--- config.mk ---
export PLATFORM = sky130hd
export DESIGN_NAME = binary_max_heap_queue
export DESIGN_NICKNAME = d
export VERILOG_FILES = /design/src/rtl/bmhq_pkg.sv /design/src/rtl/bmhq_seq.sv /design/src/rtl/bmhq_dp.sv /design/src/rtl/binary_max_heap_queue.sv
export VERILOG_INCLUDE_DIRS = /design/src /design/src/rtl
export SDC_FILE = /design/constraint.sdc
export NUM_CORES = 2
export LEC_CHECK = 0
export BUFFER_PORTS_ARGS = -buffer_cell sky130_fd_sc_hd__buf_2
export CAP_MARGIN = 40
export CORE_MARGIN = 2
export CORE_UTILIZATION = 55
export CTS_CLUSTER_DIAMETER = 80
export DETAILED_ROUTE_END_ITERATION = 12
export PLACE_DENSITY = 0.71
export SYNTH_ARGS = -nofsm -noshare
export SYNTH_HDL_FRONTEND = slang
export SYNTH_SLANG_ARGS = --single-unit
--- constraint.sdc ---
create_clock -name clk -period 8.9 [get_ports clk]
set_input_delay 1.78 -clock clk [delete_from_list [all_inputs] [get_ports clk]]
set_output_delay 1.78 -clock clk [all_outputs]
set_load 0.01 [all_outputs]
--- src/rtl/binary_max_heap_queue_assert.svh ---
// assertion macros shared by the heap queue rtl
// expects clk and rst_n in the scope where a macro is used
`ifndef BINARY_MAX_HEAP_QUEUE_ASSERT_SVH
`define BINARY_MAX_HEAP_QUEUE_ASSERT_SVH
`ifndef SYNTHESIS
`define BMHQ_ASSERT(lbl, prop, msg) \
  lbl: assert property (@(posedge clk) disable iff (!rst_n) prop) else $error(msg);
`define BMHQ_ASSERT_RST(lbl, prop, msg) \
  lbl: assert property (@(posedge clk) prop) else $error(msg);
`else
`define BMHQ_ASSERT(lbl, prop, msg)
`define BMHQ_ASSERT_RST(lbl, prop, msg)
`endif
`endif

--- src/rtl/bmhq_pkg.sv ---
// shared types, constants and the microcode table of the heap queue
// no dependencies
package bmhq_pkg;

  localparam int DEF_CAPACITY = 64;
  localparam int DEF_KEY_BITS = 32;

  localparam int KEY_W       = 32;
  localparam int OCC_W       = 7;
  localparam int STATUS_W    = 2;
  localparam int RES_W       = 2 * KEY_W + 1 + OCC_W + STATUS_W;
  localparam int OUT_TDATA_W = ((RES_W + 7) / 8) * 8;

  localparam logic [STATUS_W-1:0] ST_OK    = 2'd0;
  localparam logic [STATUS_W-1:0] ST_EMPTY = 2'd1;
  localparam logic [STATUS_W-1:0] ST_FULL  = 2'd2;

  localparam logic OP_INSERT = 1'b0;
  localparam logic OP_POP    = 1'b1;

  localparam int STEP_W = 5;
  typedef logic [STEP_W-1:0] step_t;

  localparam step_t S_IDLE      = 5'd0;
  localparam step_t S_DISP      = 5'd1;
  localparam step_t S_INS_CHK   = 5'd2;
  localparam step_t S_INS_INIT  = 5'd3;
  localparam step_t S_UP_RD     = 5'd4;
  localparam step_t S_UP_CMP    = 5'd5;
  localparam step_t S_UP_MV     = 5'd6;
  localparam step_t S_PLACE     = 5'd7;
  localparam step_t S_POP_RD    = 5'd8;
  localparam step_t S_POP_LAST  = 5'd9;
  localparam step_t S_POP_INIT  = 5'd10;
  localparam step_t S_DN_RDL    = 5'd11;
  localparam step_t S_DN_RDR    = 5'd12;
  localparam step_t S_DN_PICK   = 5'd13;
  localparam step_t S_DN_CMP    = 5'd14;
  localparam step_t S_DN_MV     = 5'd15;
  localparam step_t S_TOP_RD    = 5'd16;
  localparam step_t S_TOP_CAP   = 5'd17;
  localparam step_t S_EMIT      = 5'd18;
  localparam step_t S_EMIT_WAIT = 5'd19;
  localparam step_t S_ERR_FULL  = 5'd20;
  localparam step_t S_ERR_EMPTY = 5'd21;

  typedef enum logic [2:0] {
    RD_NONE   = 3'd0,
    RD_PARENT = 3'd1,
    RD_LEFT   = 3'd2,
    RD_RIGHT  = 3'd3,
    RD_ROOT   = 3'd4,
    RD_LAST   = 3'd5
  } rd_sel_t;

  typedef enum logic [3:0] {
    A_NONE      = 4'd0,
    A_CLEAR     = 4'd1,
    A_INS_INIT  = 4'd2,
    A_UP_MV     = 4'd3,
    A_PLACE     = 4'd4,
    A_CAP_POP   = 4'd5,
    A_POP_INIT  = 4'd6,
    A_BEST_L    = 4'd7,
    A_PICK      = 4'd8,
    A_DN_MV     = 4'd9,
    A_TOP_CAP   = 4'd10,
    A_EMIT      = 4'd11,
    A_ERR_FULL  = 4'd12,
    A_ERR_EMPTY = 4'd13
  } act_t;

  typedef enum logic [3:0] {
    C_NEVER       = 4'd0,
    C_ALWAYS      = 4'd1,
    C_NOT_ACC     = 4'd2,
    C_IS_POP      = 4'd3,
    C_FULL        = 4'd4,
    C_EMPTY       = 4'd5,
    C_POS_ROOT    = 4'd6,
    C_NOT_GT      = 4'd7,
    C_NO_LEFT     = 4'd8,
    C_BEST_NOT_GT = 4'd9,
    C_OUT_FREE    = 4'd10
  } cond_t;

  typedef struct packed {
    rd_sel_t rd;
    act_t    act;
    cond_t   cond;
    step_t   target;
  } ctrl_t;

  typedef struct packed {
    logic is_pop;
    logic full;
    logic empty;
    logic pos_root;
    logic not_gt;
    logic no_left;
    logic best_not_gt;
  } dp_flags_t;

  // popped value sits in the low bits
  typedef struct packed {
    logic [STATUS_W-1:0] status;
    logic [OCC_W-1:0]    occupancy;
    logic                top_valid;
    logic [KEY_W-1:0]    top_value;
    logic [KEY_W-1:0]    popped_value;
  } res_t;

  // control store: not-taken jumps fall through to the next step
  function automatic ctrl_t ucode(input step_t s);
    ctrl_t c;
    case (s)
      S_IDLE:      c = '{rd: RD_NONE,   act: A_NONE,      cond: C_NOT_ACC,     target: S_IDLE};
      S_DISP:      c = '{rd: RD_NONE,   act: A_CLEAR,     cond: C_IS_POP,      target: S_POP_RD};
      S_INS_CHK:   c = '{rd: RD_NONE,   act: A_NONE,      cond: C_FULL,        target: S_ERR_FULL};
      S_INS_INIT:  c = '{rd: RD_NONE,   act: A_INS_INIT,  cond: C_NEVER,       target: S_IDLE};
      S_UP_RD:     c = '{rd: RD_PARENT, act: A_NONE,      cond: C_POS_ROOT,    target: S_PLACE};
      S_UP_CMP:    c = '{rd: RD_NONE,   act: A_NONE,      cond: C_NOT_GT,      target: S_PLACE};
      S_UP_MV:     c = '{rd: RD_NONE,   act: A_UP_MV,     cond: C_ALWAYS,      target: S_UP_RD};
      S_PLACE:     c = '{rd: RD_NONE,   act: A_PLACE,     cond: C_ALWAYS,      target: S_TOP_RD};
      S_POP_RD:    c = '{rd: RD_ROOT,   act: A_NONE,      cond: C_EMPTY,       target: S_ERR_EMPTY};
      S_POP_LAST:  c = '{rd: RD_LAST,   act: A_CAP_POP,   cond: C_NEVER,       target: S_IDLE};
      S_POP_INIT:  c = '{rd: RD_NONE,   act: A_POP_INIT,  cond: C_NEVER,       target: S_IDLE};
      S_DN_RDL:    c = '{rd: RD_LEFT,   act: A_NONE,      cond: C_NO_LEFT,     target: S_PLACE};
      S_DN_RDR:    c = '{rd: RD_RIGHT,  act: A_BEST_L,    cond: C_NEVER,       target: S_IDLE};
      S_DN_PICK:   c = '{rd: RD_NONE,   act: A_PICK,      cond: C_NEVER,       target: S_IDLE};
      S_DN_CMP:    c = '{rd: RD_NONE,   act: A_NONE,      cond: C_BEST_NOT_GT, target: S_PLACE};
      S_DN_MV:     c = '{rd: RD_NONE,   act: A_DN_MV,     cond: C_ALWAYS,      target: S_DN_RDL};
      S_TOP_RD:    c = '{rd: RD_ROOT,   act: A_NONE,      cond: C_NEVER,       target: S_IDLE};
      S_TOP_CAP:   c = '{rd: RD_NONE,   act: A_TOP_CAP,   cond: C_NEVER,       target: S_IDLE};
      S_EMIT:      c = '{rd: RD_NONE,   act: A_EMIT,      cond: C_OUT_FREE,    target: S_IDLE};
      S_EMIT_WAIT: c = '{rd: RD_NONE,   act: A_NONE,      cond: C_ALWAYS,      target: S_EMIT};
      S_ERR_FULL:  c = '{rd: RD_NONE,   act: A_ERR_FULL,  cond: C_ALWAYS,      target: S_TOP_RD};
      S_ERR_EMPTY: c = '{rd: RD_NONE,   act: A_ERR_EMPTY, cond: C_ALWAYS,      target: S_TOP_RD};
      default:     c = '{rd: RD_NONE,   act: A_NONE,      cond: C_ALWAYS,      target: S_IDLE};
    endcase
    return c;
  endfunction

endpackage

--- src/rtl/bmhq_seq.sv ---
// microcode sequencer: step counter, control store lookup and jump logic
// depends on bmhq_pkg and the assertion macro header
`include "binary_max_heap_queue_assert.svh"

module bmhq_seq
  import bmhq_pkg::*;
(
  input  logic      clk,
  input  logic      rst_n,
  input  logic      in_fire,
  input  logic      out_free,
  input  dp_flags_t flags,
  output ctrl_t     ctrl,
  output logic      ready
);

  step_t upc_r, upc_nxt;
  logic  take;

  assign ctrl  = ucode(upc_r);
  assign ready = (upc_r == S_IDLE);

  always_comb begin
    case (ctrl.cond)
      C_NEVER:       take = 1'b0;
      C_ALWAYS:      take = 1'b1;
      C_NOT_ACC:     take = !in_fire;
      C_IS_POP:      take = flags.is_pop;
      C_FULL:        take = flags.full;
      C_EMPTY:       take = flags.empty;
      C_POS_ROOT:    take = flags.pos_root;
      C_NOT_GT:      take = flags.not_gt;
      C_NO_LEFT:     take = flags.no_left;
      C_BEST_NOT_GT: take = flags.best_not_gt;
      C_OUT_FREE:    take = out_free;
      default:       take = 1'b1;
    endcase
    upc_nxt = take ? ctrl.target : step_t'(upc_r + step_t'(1));
  end

  always_ff @(posedge clk) begin
    if (!rst_n) begin
      upc_r <= S_IDLE;
    end else begin
      upc_r <= upc_nxt;
    end
  end

  `BMHQ_ASSERT(a_leave_idle, in_fire |=> !ready, "sequencer stayed idle after a request")

endmodule

--- src/rtl/bmhq_dp.sv ---
// heap datapath: key memory, sift registers, count and result fields
// depends on bmhq_pkg and the assertion macro header
`include "binary_max_heap_queue_assert.svh"

module bmhq_dp
  import bmhq_pkg::*;
#(
  parameter int CAPACITY = DEF_CAPACITY,
  parameter int KEY_BITS = DEF_KEY_BITS
) (
  input  logic             clk,
  input  logic             rst_n,
  input  ctrl_t            ctrl,
  input  logic             in_fire,
  input  logic             in_op,
  input  logic [KEY_W-1:0] in_key,
  output dp_flags_t        flags,
  output res_t             res
);

  localparam int CNT_W = $clog2(CAPACITY + 1);
  localparam int AW    = $clog2(CAPACITY);

  logic signed [KEY_BITS-1:0] mem [CAPACITY];

  logic signed [KEY_BITS-1:0] rdata_r, hold_r, best_r, key_r, popped_r, top_r;
  logic                       op_r;
  logic [CNT_W-1:0]           count_r, pos_r, bidx_r;
  logic [STATUS_W-1:0]        status_r;

  logic [CNT_W:0]             ridx;
  logic [AW-1:0]              raddr, waddr;
  logic                       rd_en, wr_en, right_ok;
  logic signed [KEY_BITS-1:0] wdata;

  function automatic logic [KEY_W-1:0] to_out(input logic signed [KEY_BITS-1:0] k);
    logic signed [63:0] w;
    w = 64'(k);
    return w[KEY_W-1:0];
  endfunction

  // heap positions are 1-based, memory addresses 0-based
  always_comb begin
    case (ctrl.rd)
      RD_PARENT: ridx = {1'b0, pos_r} >> 1;
      RD_LEFT:   ridx = {pos_r, 1'b0};
      RD_RIGHT:  ridx = {pos_r, 1'b1};
      RD_ROOT:   ridx = (CNT_W + 1)'(1);
      RD_LAST:   ridx = {1'b0, count_r};
      default:   ridx = '0;
    endcase
  end

  assign rd_en    = (ctrl.rd != RD_NONE);
  assign raddr    = AW'(ridx - (CNT_W + 1)'(1));
  assign waddr    = AW'(pos_r - CNT_W'(1));
  assign wr_en    = (ctrl.act == A_UP_MV) || (ctrl.act == A_PLACE) || (ctrl.act == A_DN_MV);
  assign right_ok = ({pos_r, 1'b1} <= {1'b0, count_r});

  always_comb begin
    case (ctrl.act)
      A_UP_MV: wdata = rdata_r;
      A_DN_MV: wdata = best_r;
      default: wdata = hold_r;
    endcase
  end

  always_ff @(posedge clk) begin
    if (wr_en) begin
      mem[waddr] <= wdata;
    end
    if (rd_en) begin
      rdata_r <= mem[raddr];
    end
  end

  always_ff @(posedge clk) begin
    if (!rst_n) begin
      count_r <= '0;
    end else begin
      case (ctrl.act)
        A_INS_INIT: count_r <= count_r + CNT_W'(1);
        A_POP_INIT: count_r <= count_r - CNT_W'(1);
        default:    count_r <= count_r;
      endcase
    end
  end

  always_ff @(posedge clk) begin
    if (in_fire) begin
      op_r  <= in_op;
      key_r <= KEY_BITS'(in_key);
    end
    case (ctrl.act)
      A_CLEAR: begin
        popped_r <= '0;
        status_r <= ST_OK;
      end
      A_INS_INIT: begin
        pos_r  <= count_r + CNT_W'(1);
        hold_r <= key_r;
      end
      A_UP_MV: pos_r <= pos_r >> 1;
      A_CAP_POP: popped_r <= rdata_r;
      A_POP_INIT: begin
        hold_r <= rdata_r;
        pos_r  <= CNT_W'(1);
      end
      A_BEST_L: begin
        best_r <= rdata_r;
        bidx_r <= CNT_W'({pos_r, 1'b0});
      end
      A_PICK: begin
        // left child wins a tie
        if (right_ok && (rdata_r > best_r)) begin
          best_r <= rdata_r;
          bidx_r <= CNT_W'({pos_r, 1'b1});
        end
      end
      A_DN_MV: pos_r <= bidx_r;
      A_TOP_CAP: top_r <= (count_r == '0) ? '0 : rdata_r;
      A_ERR_FULL: status_r <= ST_FULL;
      A_ERR_EMPTY: status_r <= ST_EMPTY;
      default: ;
    endcase
  end

  assign flags.is_pop      = (op_r == OP_POP);
  assign flags.full        = (count_r == CNT_W'(CAPACITY));
  assign flags.empty       = (count_r == '0);
  assign flags.pos_root    = (pos_r == CNT_W'(1));
  assign flags.not_gt      = !(hold_r > rdata_r);
  assign flags.no_left     = ({pos_r, 1'b0} > {1'b0, count_r});
  assign flags.best_not_gt = !(best_r > hold_r);

  assign res.popped_value = to_out(popped_r);
  assign res.top_value    = to_out(top_r);
  assign res.top_valid    = (count_r != '0);
  assign res.occupancy    = OCC_W'(count_r);
  assign res.status       = status_r;

  `BMHQ_ASSERT(a_count_range, count_r <= CNT_W'(CAPACITY), "element count above capacity")
  `BMHQ_ASSERT(a_wr_range, wr_en |-> (pos_r != '0) && (pos_r <= CNT_W'(CAPACITY)), "write outside heap")
  `BMHQ_ASSERT(a_full_hold, (ctrl.act == A_ERR_FULL) |=> (count_r == CNT_W'(CAPACITY)), "full insert changed count")

endmodule

--- src/rtl/binary_max_heap_queue.sv ---
// Binary max-heap priority queue of signed keys with a stream request and result channel.
// A request with in_tuser low inserts in_tdata; with in_tuser high it pops the maximum.
// Each request gives one result: popped key, new top, top valid, occupancy and status
// (ok, pop on empty, insert on full; rejected requests leave the heap unchanged).
// A microcoded sequencer drives a single-port key memory with registered read data, one
// access per cycle. An insert climbs level by level with a parent read, a compare and a
// move; a pop sinks the last key from the root with reads of both children, a pick, a
// compare and a move per level; every request then reads the root for the new top and
// emits its result. The sequencer then returns to its idle step, the only step that takes
// a request, so requests are taken one at a time; the result register lets the next
// request start while a result waits, and a second result held up by out_tready stalls
// the sequencer, which alternates between its emit and emit-wait steps until the result
// register frees. No clearing pass after reset.
// Depends on bmhq_pkg, bmhq_seq, bmhq_dp and the assertion macro header.
`include "binary_max_heap_queue_assert.svh"

module binary_max_heap_queue
  import bmhq_pkg::*;
#(
  parameter int CAPACITY = DEF_CAPACITY,
  parameter int KEY_BITS = DEF_KEY_BITS
) (
  input  logic                   clk,
  input  logic                   rst_n,
  input  logic                   in_tvalid,
  output logic                   in_tready,
  input  logic [KEY_W-1:0]       in_tdata,   // key
  input  logic                   in_tuser,   // op
  output logic                   out_tvalid,
  input  logic                   out_tready,
  output logic [OUT_TDATA_W-1:0] out_tdata   // popped_value, top_value, top_valid,
                                             // occupancy, status, zero fill
);

  ctrl_t     ctrl;
  dp_flags_t flags;
  res_t      res;
  res_t      out_res_r;
  logic      out_valid_r;
  logic      in_fire, out_free, ready;

  assign in_fire   = in_tvalid && in_tready;
  assign in_tready = ready;
  assign out_free  = !out_valid_r || out_tready;

  bmhq_seq u_seq (
    .clk      (clk),
    .rst_n    (rst_n),
    .in_fire  (in_fire),
    .out_free (out_free),
    .flags    (flags),
    .ctrl     (ctrl),
    .ready    (ready)
  );

  bmhq_dp #(
    .CAPACITY (CAPACITY),
    .KEY_BITS (KEY_BITS)
  ) u_dp (
    .clk     (clk),
    .rst_n   (rst_n),
    .ctrl    (ctrl),
    .in_fire (in_fire),
    .in_op   (in_tuser),
    .in_key  (in_tdata),
    .flags   (flags),
    .res     (res)
  );

  // result register parts the sequencer from the output handshake
  always_ff @(posedge clk) begin
    if (!rst_n) begin
      out_valid_r <= 1'b0;
    end else if ((ctrl.act == A_EMIT) && out_free) begin
      out_valid_r <= 1'b1;
    end else if (out_tready) begin
      out_valid_r <= 1'b0;
    end
  end

  always_ff @(posedge clk) begin
    if ((ctrl.act == A_EMIT) && out_free) begin
      out_res_r <= res;
    end
  end

  assign out_tvalid = out_valid_r;
  assign out_tdata  = {{(OUT_TDATA_W - RES_W){1'b0}}, out_res_r};

  `BMHQ_ASSERT_RST(a_rst_out, !rst_n |=> !out_tvalid, "result valid right after reset")

endmodule
==> results.json <==
{
  "max_slew_margin_pct": 36.28,
  "yosys_warnings": 0,
  "synthMuxAreaShare_pct": 16.97,
  "layout.nets": 4621,
  "endpoint_kind": "register",
  "cp_max_fo": 15,
  "portBuffers": 112,
  "finalHoldViolations": 0,
  "cts_hold_buffers": 0,
  "cts.clk_slew.worst_paths_ns": 0.06,
  "die_w_microns": 414.1,
  "start_util_pct": 55.39,
  "io_pins": 119,
  "antenna_found_initial": 4,
  "cts_resized": 0,
  "clock_latency_ns": 0.88,
  "ir_worst_vdd_mv": 0.3980,
  "outcome": "finished clean",
  "area_growth_pct": 13.55,
  "synth_compound_area_share_pct": 1.667,
  "period_share_pct": 57.59,
  "skew_ns": 0.03757,
  "cp.required_ns": 9.59,
  "grt_overflow": 0,
  "synth_xor_area_share_pct": 0.2272,
  "grt_pass1_vias": 44650,
  "dr_wl_met2_mm": 109.6,
  "async_reset_ff_share_pct": 0,
  "synth-seq-cells": 2360,
  "cts_tree": "built",
  "cts_buffer_depth": 3,
  "ant_nets": 0,
  "die-area_sq_um": 171500,
  "holdWs_ns": 0.4165,
  "powerDensity_nw_per_um2": 342.2,
  "synth_simple_gate_area_share_pct": 1.815,
  "routed-via-count": 45800,
  "cts-root-buf": "clkbuf_16",
  "n_antenna_cell": 0,
  "firstDrtPassIters": 6,
  "fp-row-count": 150,
  "rsz0062_at_grt": "false",
  "wl_per_cell_microns": 34.25,
  "arrival_ns": 5.81,
  "critPathLaunchType": "register",
  "drive_above_1_share_pct": 30.85,
  "min_path_type": "register to register",
  "drtIter0Drc": 6732,
  "grt_start_max_net_pins": 137,
  "route.met3.wl_mm": 26.75,
  "htree_levels": 4,
  "worstMarginPinSlew_ns": 0.9558,
  "dp_hpwl_mm": 127.5,
  "clock-sinks": 2360,
  "grt_usage_pct": 27.52,
  "final_common_cell": "edfxtp_1",
  "ys.flop_type": "edfxtp_1",
  "gp_congestion": 0.8602,
  "drc_errors": 0,
  "met1Wirelength_mm": 89.24,
  "coreArea_sq_um": 167000,
  "layout_common_cells": "edfxtp_1, mux4_2, clkbuf_16",
  "synth_top_family_by_area": "multiplexers",
  "avgSynthCellArea_sq_um": 22.28,
  "synth_edf_count": 2331,
  "cts_inserted_buffers": 222,
  "top_layer": "met4",
  "synth_fa_ha_area_share_pct": 1.555,
  "setup_viol": 0,
  "drv_cap": 0,
  "finalMaxSlewViolations": 0,
  "ys_types": 64,
  "finalWirelength_mm": 234.8,
  "timing.final.crit_period_ns": 5.125,
  "total_power_w": 0.03595,
  "grt_pass1_wl_mm": 332.6,
  "max_freq_mhz": 195.1,
  "syn_inst": 4153,
  "tns_ns": 0,
  "seq_area_frac_synth_pct": 76.28,
  "post_cts.repair.setup_buffers": 0,
  "vias_per_cell": 6.680,
  "die_y_microns": 414.1,
  "leakage_nw": 33.51,
  "synth_area_sq_um": 92520,
  "critPathKind": "register to register"
}
cells in the mapped netlist, types with 3 or more instances:
| cell type | count | area, sq um |
|---|---|---|
| nand4_1 | 25 | 156.4 |
| edfxtp_1 | 2331 | 70000 |
| o32ai_1 | 3 | 26.28 |
| o31ai_1 | 4 | 30.03 |
| a22oi_1 | 44 | 330.3 |
| ha_1 | 115 | 1439 |
| nand3_1 | 25 | 125.1 |
| and4_1 | 4 | 35.03 |
| buf_1 | 7 | 26.28 |
| o221ai_1 | 4 | 35.03 |
| a221oi_1 | 4 | 35.03 |
| mux2i_1 | 15 | 150.1 |
| or3_1 | 7 | 43.79 |
| and3_1 | 4 | 25.02 |
| xor2_1 | 7 | 61.31 |
| buf_2 | 64 | 320.3 |
| a31oi_1 | 3 | 18.77 |
| nor3_1 | 55 | 275.3 |
| dfxtp_1 | 29 | 580.6 |
| inv_1 | 129 | 484.2 |
| xnor2_1 | 17 | 148.9 |
| o21a_1 | 7 | 52.55 |
| nor2b_1 | 12 | 75.07 |
| nand2_1 | 55 | 206.5 |
| nor2_1 | 144 | 540.5 |
| buf_4 | 6 | 45.04 |
| o211ai_1 | 5 | 37.54 |
| o22ai_1 | 6 | 37.54 |
| nor4_1 | 5 | 31.28 |
| clkbuf_1 | 119 | 446.7 |
| a21o_1 | 23 | 172.7 |
| o21ai_0 | 67 | 335.3 |
| mux4_2 | 670 | 15090 |
| nand2b_1 | 13 | 81.33 |
| mux2_2 | 38 | 427.9 |
| a21oi_1 | 42 | 210.2 |
| a211oi_1 | 10 | 75.07 |
report_power, final:
group	internal [W]	leakage (nW)	switching [W]
Clock	0.00528	3.50	0.00406
Combinational	0.00609	8.79	0.00674
Sequential	0.0133	21.2	0.000470
flip-flops by register name, indices dropped and copies added (netlist names):
signal,cells
u_dp.rdata_r,32
u_dp.status_r,2
u_dp.hold_r,32
u_seq.ctrl,16
u_seq.upc_r,5
out_tdata,74
u_dp.pos_r,7
u_dp.bidx_r,7
out_tvalid,1
u_dp.best_r,32
u_dp.popped_r,32
u_dp.count_r,7
u_dp.top_r,32
u_dp.op_r,1
u_dp.key_r,32
u_dp.mem,2048
worst max-delay path, cell delays in order (launching register included):
cell	delay (ns)
edfxtp_1	0.68
inv_1	0.16
ha_1	0.36
nand4_1	0.24
nor4_1	0.46
and4_1	0.32
o32ai_1	0.11
a21boi_1	0.38
o211ai_2	0.21
or2_1	0.51
o31ai_1	0.69
inv_1	0.11
ha_1	0.32
mux2i_1	0.21
o221ai_1	0.18
final cells by class:
| cell class | instances | area, sq um |
|---|---|---|
| flip-flops and latches | 2360 | 70580 |
| fillers | 10930 | 61980 |
| multi-input cells | 1469 | 21570 |
| clock buffers | 268 | 5922 |
| well taps | 2204 | 2758 |
| repair buffers | 285 | 2456 |
| clock inverters | 139 | 1281 |
| inverters | 131 | 493.0 |
final timing paths:
path,slack [ns],from,endpoint,cells past startpoint
max,3.77,u_dp.rdata_r[31],u_seq.ctrl[10],14
min,0.42,u_dp.top_r[15],out_tdata[47],0
max reg2reg,3.77,u_dp.rdata_r[31],u_seq.ctrl[10],14
min reg2reg,0.42,u_dp.top_r[15],out_tdata[47],0
logic make-up (layout without fill, tap and decap cells):
family                   Yosys count  after routing
multiplexers                     725            725
other                              1              6
buffers and inverters            329            823
adder cells (fa/ha/maj)          115            115
flip-flops                      2360           2360
AO/OA/AOI/OAI                    239            239
XOR/XNOR                          24             24
AND/OR/NAND/NOR                  360            360
per-layer routing:
| metal | track usage, % | vias to the layer above |
|---|---|---|
| met5 | 0 | - |
| met4 | 10.16 | 0 |
| met3 | 5.916 | 488 |
| met2 | 41.96 | 3016 |
| met1 | 39.83 | 24170 |
| li1 | - | 18130 |
stage by stage:
stage	utilization [%]	setup slack (ns)	cells	instance area, sq um
floorplan	-	1.453	4158	92540
global placement	58.10	3.404	6414	97040
detailed placement	58.58	3.787	6448	97840
CTS	62.89	3.807	6855	105000
global route	62.89	3.518	6856	105100
finish	62.89	3.775	6856	105100
Note: power is estimated with default switching activity, not from simulation.
